<file path="src/wes_pkg.sv">
`default_nettype none
package wes_pkg;

	localparam int LEAF_COUNT    = 1024;
	localparam int WEIGHT_BITS   = 32;
	localparam int FRACTION_BITS = 32;

	// tree geometry (heap order, root at node 0, children 2k+1 / 2k+2)
	localparam int LEVELS     = $clog2(LEAF_COUNT);
	localparam int PADDED     = 1 << LEVELS;
	localparam int NODE_COUNT = 2 * PADDED - 1;
	localparam int NODE_AW    = $clog2(NODE_COUNT);
	localparam int SUM_BITS   = WEIGHT_BITS + LEVELS;
	localparam int CNT_BITS   = $clog2(LEAF_COUNT + 1);

	// fixed field widths
	localparam int OP_W    = 2;
	localparam int IDX_W   = 10;
	localparam int FIELD_W = 32;
	localparam int TOTAL_W = 42;
	localparam int COUNT_W = 11;

	localparam logic [NODE_AW-1:0] LEAF_BASE   = NODE_AW'(PADDED - 1);
	localparam logic [FIELD_W-1:0] WEIGHT_MASK = FIELD_W'((65'd1 << WEIGHT_BITS) - 65'd1);
	localparam logic [FIELD_W-1:0] FRAC_MASK   = FIELD_W'((65'd1 << FRACTION_BITS) - 65'd1);

	typedef enum logic [OP_W-1:0] {
		OP_SET    = 2'd0,
		OP_SELECT = 2'd1,
		OP_CLEAR  = 2'd2,
		OP_NOP    = 2'd3
	} op_t;

	typedef struct packed {
		op_t                operation;
		logic [IDX_W-1:0]   leaf_index;
		logic [FIELD_W-1:0] weight;
		logic [FIELD_W-1:0] random_fraction;
	} req_t;

	typedef struct packed {
		logic               event_valid;
		logic [IDX_W-1:0]   event_index;
		logic [TOTAL_W-1:0] total_weight;
		logic [COUNT_W-1:0] active_count;
	} rsp_t;

	typedef enum logic [2:0] {
		ST_CLEAR,
		ST_IDLE,
		ST_SET_LEAF,
		ST_SET_UP,
		ST_MUL,
		ST_SCALE,
		ST_WALK,
		ST_DONE
	} state_t;

	typedef struct packed {
		logic                done;
		logic [SUM_BITS-1:0] target;
	} scale_rsp_t;

endpackage
`default_nettype wire

</file>
<file path="src/wes_scale.sv">
`default_nettype none
// target = floor(r * total / 2^FRACTION_BITS), one shared 32x32 multiplier,
// low half then high half of the total, then the combine.
module wes_scale import wes_pkg::*; (
	input  wire logic                clk,
	input  wire logic                arst_n,
	input  wire logic                start,
	input  wire logic [FIELD_W-1:0]  fraction,
	input  wire logic [SUM_BITS-1:0] total,
	output scale_rsp_t               rsp
);

	logic        lo_done_q, hi_done_q, done_q;
	logic [63:0] lo_q, hi_q;
	logic [SUM_BITS-1:0] target_q;

	logic [31:0] r_op, b_op;
	logic [63:0] tot64, prod, combined;

	always_comb begin
		r_op     = fraction & FRAC_MASK;
		tot64    = 64'(total);
		b_op     = lo_done_q ? tot64[63:32] : tot64[31:0];
		prod     = {32'd0, r_op} * {32'd0, b_op};
		combined = (hi_q << (32 - FRACTION_BITS)) + (lo_q >> FRACTION_BITS);
	end

	always_ff @(posedge clk or negedge arst_n) begin
		if (!arst_n) begin
			lo_done_q <= 1'b0;
			hi_done_q <= 1'b0;
			done_q    <= 1'b0;
		end else begin
			lo_done_q <= start;
			hi_done_q <= lo_done_q;
			done_q    <= hi_done_q;
		end
	end

	always_ff @(posedge clk) begin
		if (start)     lo_q     <= prod;
		if (lo_done_q) hi_q     <= prod;
		if (hi_done_q) target_q <= SUM_BITS'(combined);
	end

	assign rsp.done   = done_q;
	assign rsp.target = target_q;

	a_no_restart: assert property (@(posedge clk) disable iff (!arst_n)
		start |-> !lo_done_q && !hi_done_q && !done_q)
		else $error("scale restarted while busy");

	a_one_phase: assert property (@(posedge clk) disable iff (!arst_n)
		$onehot0({lo_done_q, hi_done_q, done_q}))
		else $error("scale phases overlap");

	a_below_total: assert property (@(posedge clk) disable iff (!arst_n)
		done_q |-> (target_q < total) || (total == '0))
		else $error("scaled target not below total");

endmodule
`default_nettype wire

</file>
<file path="config.mk">
export PLATFORM = sky130hd
export DESIGN_NAME = wes_scale
export DESIGN_NICKNAME = d
export VERILOG_FILES = /design/src/wes_pkg.sv /design/src/wes_scale.sv
export SDC_FILE = /design/constraint.sdc
export NUM_CORES = 2
export LEC_CHECK = 0
export BUFFER_PORTS_ARGS = -buffer_cell sky130_fd_sc_hd__buf_2
export CAP_MARGIN = 10
export CORE_ASPECT_RATIO = 0.6
export CORE_MARGIN = 1
export CORE_UTILIZATION = 50
export DETAILED_ROUTE_END_ITERATION = 7
export PLACE_DENSITY_LB_ADDON = 0.25
export SKIP_CTS_REPAIR_TIMING = 1
export SLEW_MARGIN = 20
export SYNTH_ARGS = -nofsm -noshare
export SYNTH_HDL_FRONTEND = slang
export SYNTH_SLANG_ARGS = --single-unit
</file>
<file path="constraint.sdc">
create_clock -name clk -period 17.95 [get_ports clk]
set_input_delay 3.59 -clock clk [delete_from_list [all_inputs] [get_ports clk]]
set_output_delay 3.59 -clock clk [all_outputs]
set_load 0.02 [all_outputs]
</file>
After elaboration in Yosys (flattened, before gate mapping)
Index checks and enable logic that the tools add are counted.
{ "word_totals": {"register_bits": 151, "latch_bits": 0, "ramBits": 0, "rom_bits": 0, "in_bits": 77, "word_cells": 9, "n_memories": 0} }
{ "op_classes": {"addsub": 1, "mul": 1, "n_div": 0, "magnitude_cmp": 0, "eq_ne": 0, "shifts": 0, "mux": 1, "bitwise_logic": 0, "reduce_logical": 0} }
{ "ops": {"columns": ["op", "n"], "rows": [
  ["$mul 32x32->64", 1],
  ["$add 42x32->42", 1],
  ["$mux 32", 1]
]} }

Depth between registers and ports, before layout
{ "depth": {"ltp_word": 2, "depth_mapped": 32} }

Worst setup path before layout
Ideal clock, no wire load.
{ "synth_path": {"kind": "input to register", "start": "in total[40]", "end": "reg lo_q[57] (data pin)", "setup_ns": 0.260, "arrival_time_ns": 10.464, "required_ns": 17.690, "path_slack_ns": 7.226, "cell_stages": 27, "path_buffers": 2, "cell_sequence": "mux2_2 > clkbuf_1 > and2_1 > fa_1 > fa_1 > inv_1 > fa_1 > inv_1 > fa_1 > fa_1 > fa_1 > fa_1 > inv_1 > fa_1 > inv_1 > ha_1 > buf_2 > nand4_1 > or3_1 > or4_1 > clkinv_1 > o211ai_1 > nand2_2 > a31oi_4 > o21ai_4 > a31oi_1 > xnor2_1"} }
{ "synth_via": {"elab_chain_len": 2} }
{ "synth_rtl": {"columns": ["item", "line", "rtl"], "rows": [
  ["start: declaration", "wes_scale.sv:9", "input wire logic [SUM_BITS-1:0] total,"],
  ["$mux 32", "wes_scale.sv:23", "b_op = lo_done_q ? tot64[63:32] : tot64[31:0];"],
  ["$mul 32x32->64", "wes_scale.sv:24", "prod = {32'd0, r_op} * {32'd0, b_op};"],
  ["net prod[57]", "wes_scale.sv:18", "logic [63:0] tot64, prod, combined;"],
  ["end signal: assignment", "wes_scale.sv:41", "if (start) lo_q <= prod;"],
  ["end: declaration", "wes_scale.sv:14", "logic [63:0] lo_q, hi_q;"]
]} }
The timed path passes the listed nets, and every way through them passes these cells.
A chain may end at the register's enable or synchronous reset.

Worst setup path after layout
{ "layout_path": {"start": "in total[41]", "end": "reg lo_q[57] (data pin)"} }
The elaborated chain is that of the path after synthesis.

==> impl_metrics.tcl <==
set metrics [dict create \
    max_freq_mhz 87.8 \
    grt_overflow 0 \
    nNetsFinal 5343 \
    clock-sinks 119 \
    place_hpwl_mm 84.2 \
    fill_cells 6949 \
    grt_start_max_net_pins 44 \
    worst_pin_slew_ps 1070 \
    coreArea_um2 76400 \
    yosys.area.top_type_share 0.460 \
    worstRegToRegCells 25 \
    hold_path.class "flop to flop" \
    syn-cell-area_um2 39000 \
    dr_total_vias 27600 \
    crit_type "input port to flop" \
    clockBufferDepth 2 \
    rsz0062_at_grt "no" \
    synth_top_family_by_area "adder cells" \
    end_kind "flop" \
    synth-seq-cells 119 \
    cap_violations 0 \
    min_period_ps 11390 \
    die_w_um 363 \
    synth-xor-area-share 0.0224 \
    synth_area_leaders "fa_1 46%, and2_1 9.5%, ha_1 9.5%" \
    synth_area_per_cell_um2 9.45 \
    vias_per_cell 5.38 \
    antenna_left 0 \
    io_buffers 119 \
    wl_per_cell_um 21.1 \
    drtIter0Drc 2540 \
    final_cell_count_no_fill 5131 \
    synthAdderAreaFrac 0.554 \
    setup_viol 0 \
    synth_ff_type "edfxtp_1" \
    synth_cell_types 81 \
    cts-root-buf "clkbuf_16" \
    rows 78 \
    crit_arrival_ps 11550 \
    grt_use_total 0.285 \
    startpoint_type "input port" \
    syn-num-nets 5399 \
    synth.area.mux_share 0.00288 \
    grt_pass1_vias 28800 \
    synth_compound_area_frac 0.0501 \
    startpoint "total[41]" \
    async_reset_ff_frac 0.0252 \
    first_pass_iters 5 \
    synth_seq_area_share 0.0911 \
    wl_mm 108 \
    antenna_found_initial 8 \
    post-place-cells 5095 \
    htreeDepth 4 \
    crit_end "lo_q[57]" \
    rr_startpoint "lo_done_q" \
    place_congestion 0.948 \
    setup_tns_ps 0 \
    io_pins 120 \
    fin_skew_ps 9.20 \
    outcome "finished clean" \
    path_clk_slew_ps 60 \
    maxSlewHeadroom 0.284 \
    slew_viol_final 0 \
    r2r-end "lo_q[57]" \
    cp_max_fo 32 \
    ys_warn_count 0 \
    syn_to_final_growth_pct 5.07 \
    synth_cells 4130 \
    synth_simple_gate_area_share 0.169 \
    numCtsBuffers 17 \
    drc 0 \
    dieArea_um2 79300 \
    synth_edf_count 116 \
    crit_required_ps 18110 \
    r2r_slack_ps 8550 \
    initial_core_util 0.511 \
    drive_above_1_share 0.0590 \
    synth_most_common_cell "inv_1" \
    synth_common_cells "912 x inv_1, 897 x fa_1, 596 x and2_1" \
    synth_top_area_cell "fa_1" \
    cts_tree "built" \
    hold_violations 0 \
    clk_latency_ps 430 \
    timing.final.crit_share 0.635 \
    grt_pass1_wl_mm 171 \
    chipHeight_um 218 \
]
## registers in the layout, summed over array words and instances, names as in the netlist
signal     cells
done_q         1
lo_done_q      1
hi_q          42
target_q      42
hi_done_q      1
lo_q          32
## layout make-up
type / instances / area (µm²) / share of cell area
Tap cell: 1040 / 1300 / 0.0317
Antenna cell: 4 / 10.0 / 0.000244
Sequential cell: 119 / 3560 / 0.0869
Clock inverter: 15 / 200 / 0.00488
Clock buffer: 17 / 425 / 0.0104
Inverter: 913 / 3430 / 0.0835
Multi-Input combinational cell: 2870 / 31200 / 0.762
Timing Repair Buffer: 153 / 851 / 0.0207
## critical path: stages
cell and delay, ps:
buf_2 70, mux2_2 760, and2_1 250, fa_1 450
fa_1 550, inv_1 70, fa_1 550, inv_1 60
fa_1 510, fa_1 590, fa_1 430, fa_1 550
inv_1 80, fa_1 490, inv_1 40, ha_1 430
nand4_1 170, or3_1 410, or4_1 410, clkinv_1 80
o211ai_1 110, nand2_2 160, a31oi_4 160, o21ai_4 270
a31oi_1 130, xnor2_1 160
## placed cells by master, fill, tap and decap left out, drive strengths merged, types with 38 or more instances in the layout
cell    instances
nand2         509
ha            295
fa            897
nor2           46
a21o           50
xnor2          62
xor2           38
buf           153
and2          596
edfxtp        116
inv           915
a21oi          98
o21ai          54
## metrics by stage
stage	setup slack, ps	utilization	hold slack, ps	instance area, µm²
after floorplan	7230	-	513	39000
after global placement	6220	0.529	539	40400
after detailed placement	6210	0.529	544	40400
after CTS	6650	0.537	558	41000
after global routing	6210	0.537	593	41000
final	6560	0.537	554	41000
## worst min-delay path by stage
stage                         from          end  slack, ps  depth (start not counted)
after floorplan            hi_q[0]  target_q[0]        510                          1
after global placement     hi_q[0]  target_q[0]        540                          1
after detailed placement  lo_q[32]  target_q[0]        540                          1
after CTS                 lo_q[32]  target_q[0]        560                          1
after global routing      lo_q[32]  target_q[0]        590                          1
final                     lo_q[32]  target_q[0]        550                          1
## logic make-up (layout without fill, tap and decap cells)
family,after synthesis,after routing
AOI/OAI and AO/OA,292,292
and+or+nand+nor,1276,1276
adders and majority gates,1192,1192
DFF,119,119
buffers and inverters,1141,1098
xor gates and xnor gates,100,100
muxes,10,10
other,0,4
## per-layer routing
layer | track usage | up-vias | share of wire
li1 | - | 12100 | -
met1 | 0.445 | 14000 | 0.47
met2 | 0.382 | 1353 | 0.39
met3 | 0.0990 | 109 | 0.12
met4 | 0.0429 | 2 | 0.014
met5 | 0 | - | 0.00012
Power is not shown: default switching activity piles up to over one toggle a cycle in this logic, so the estimate is an artifact.
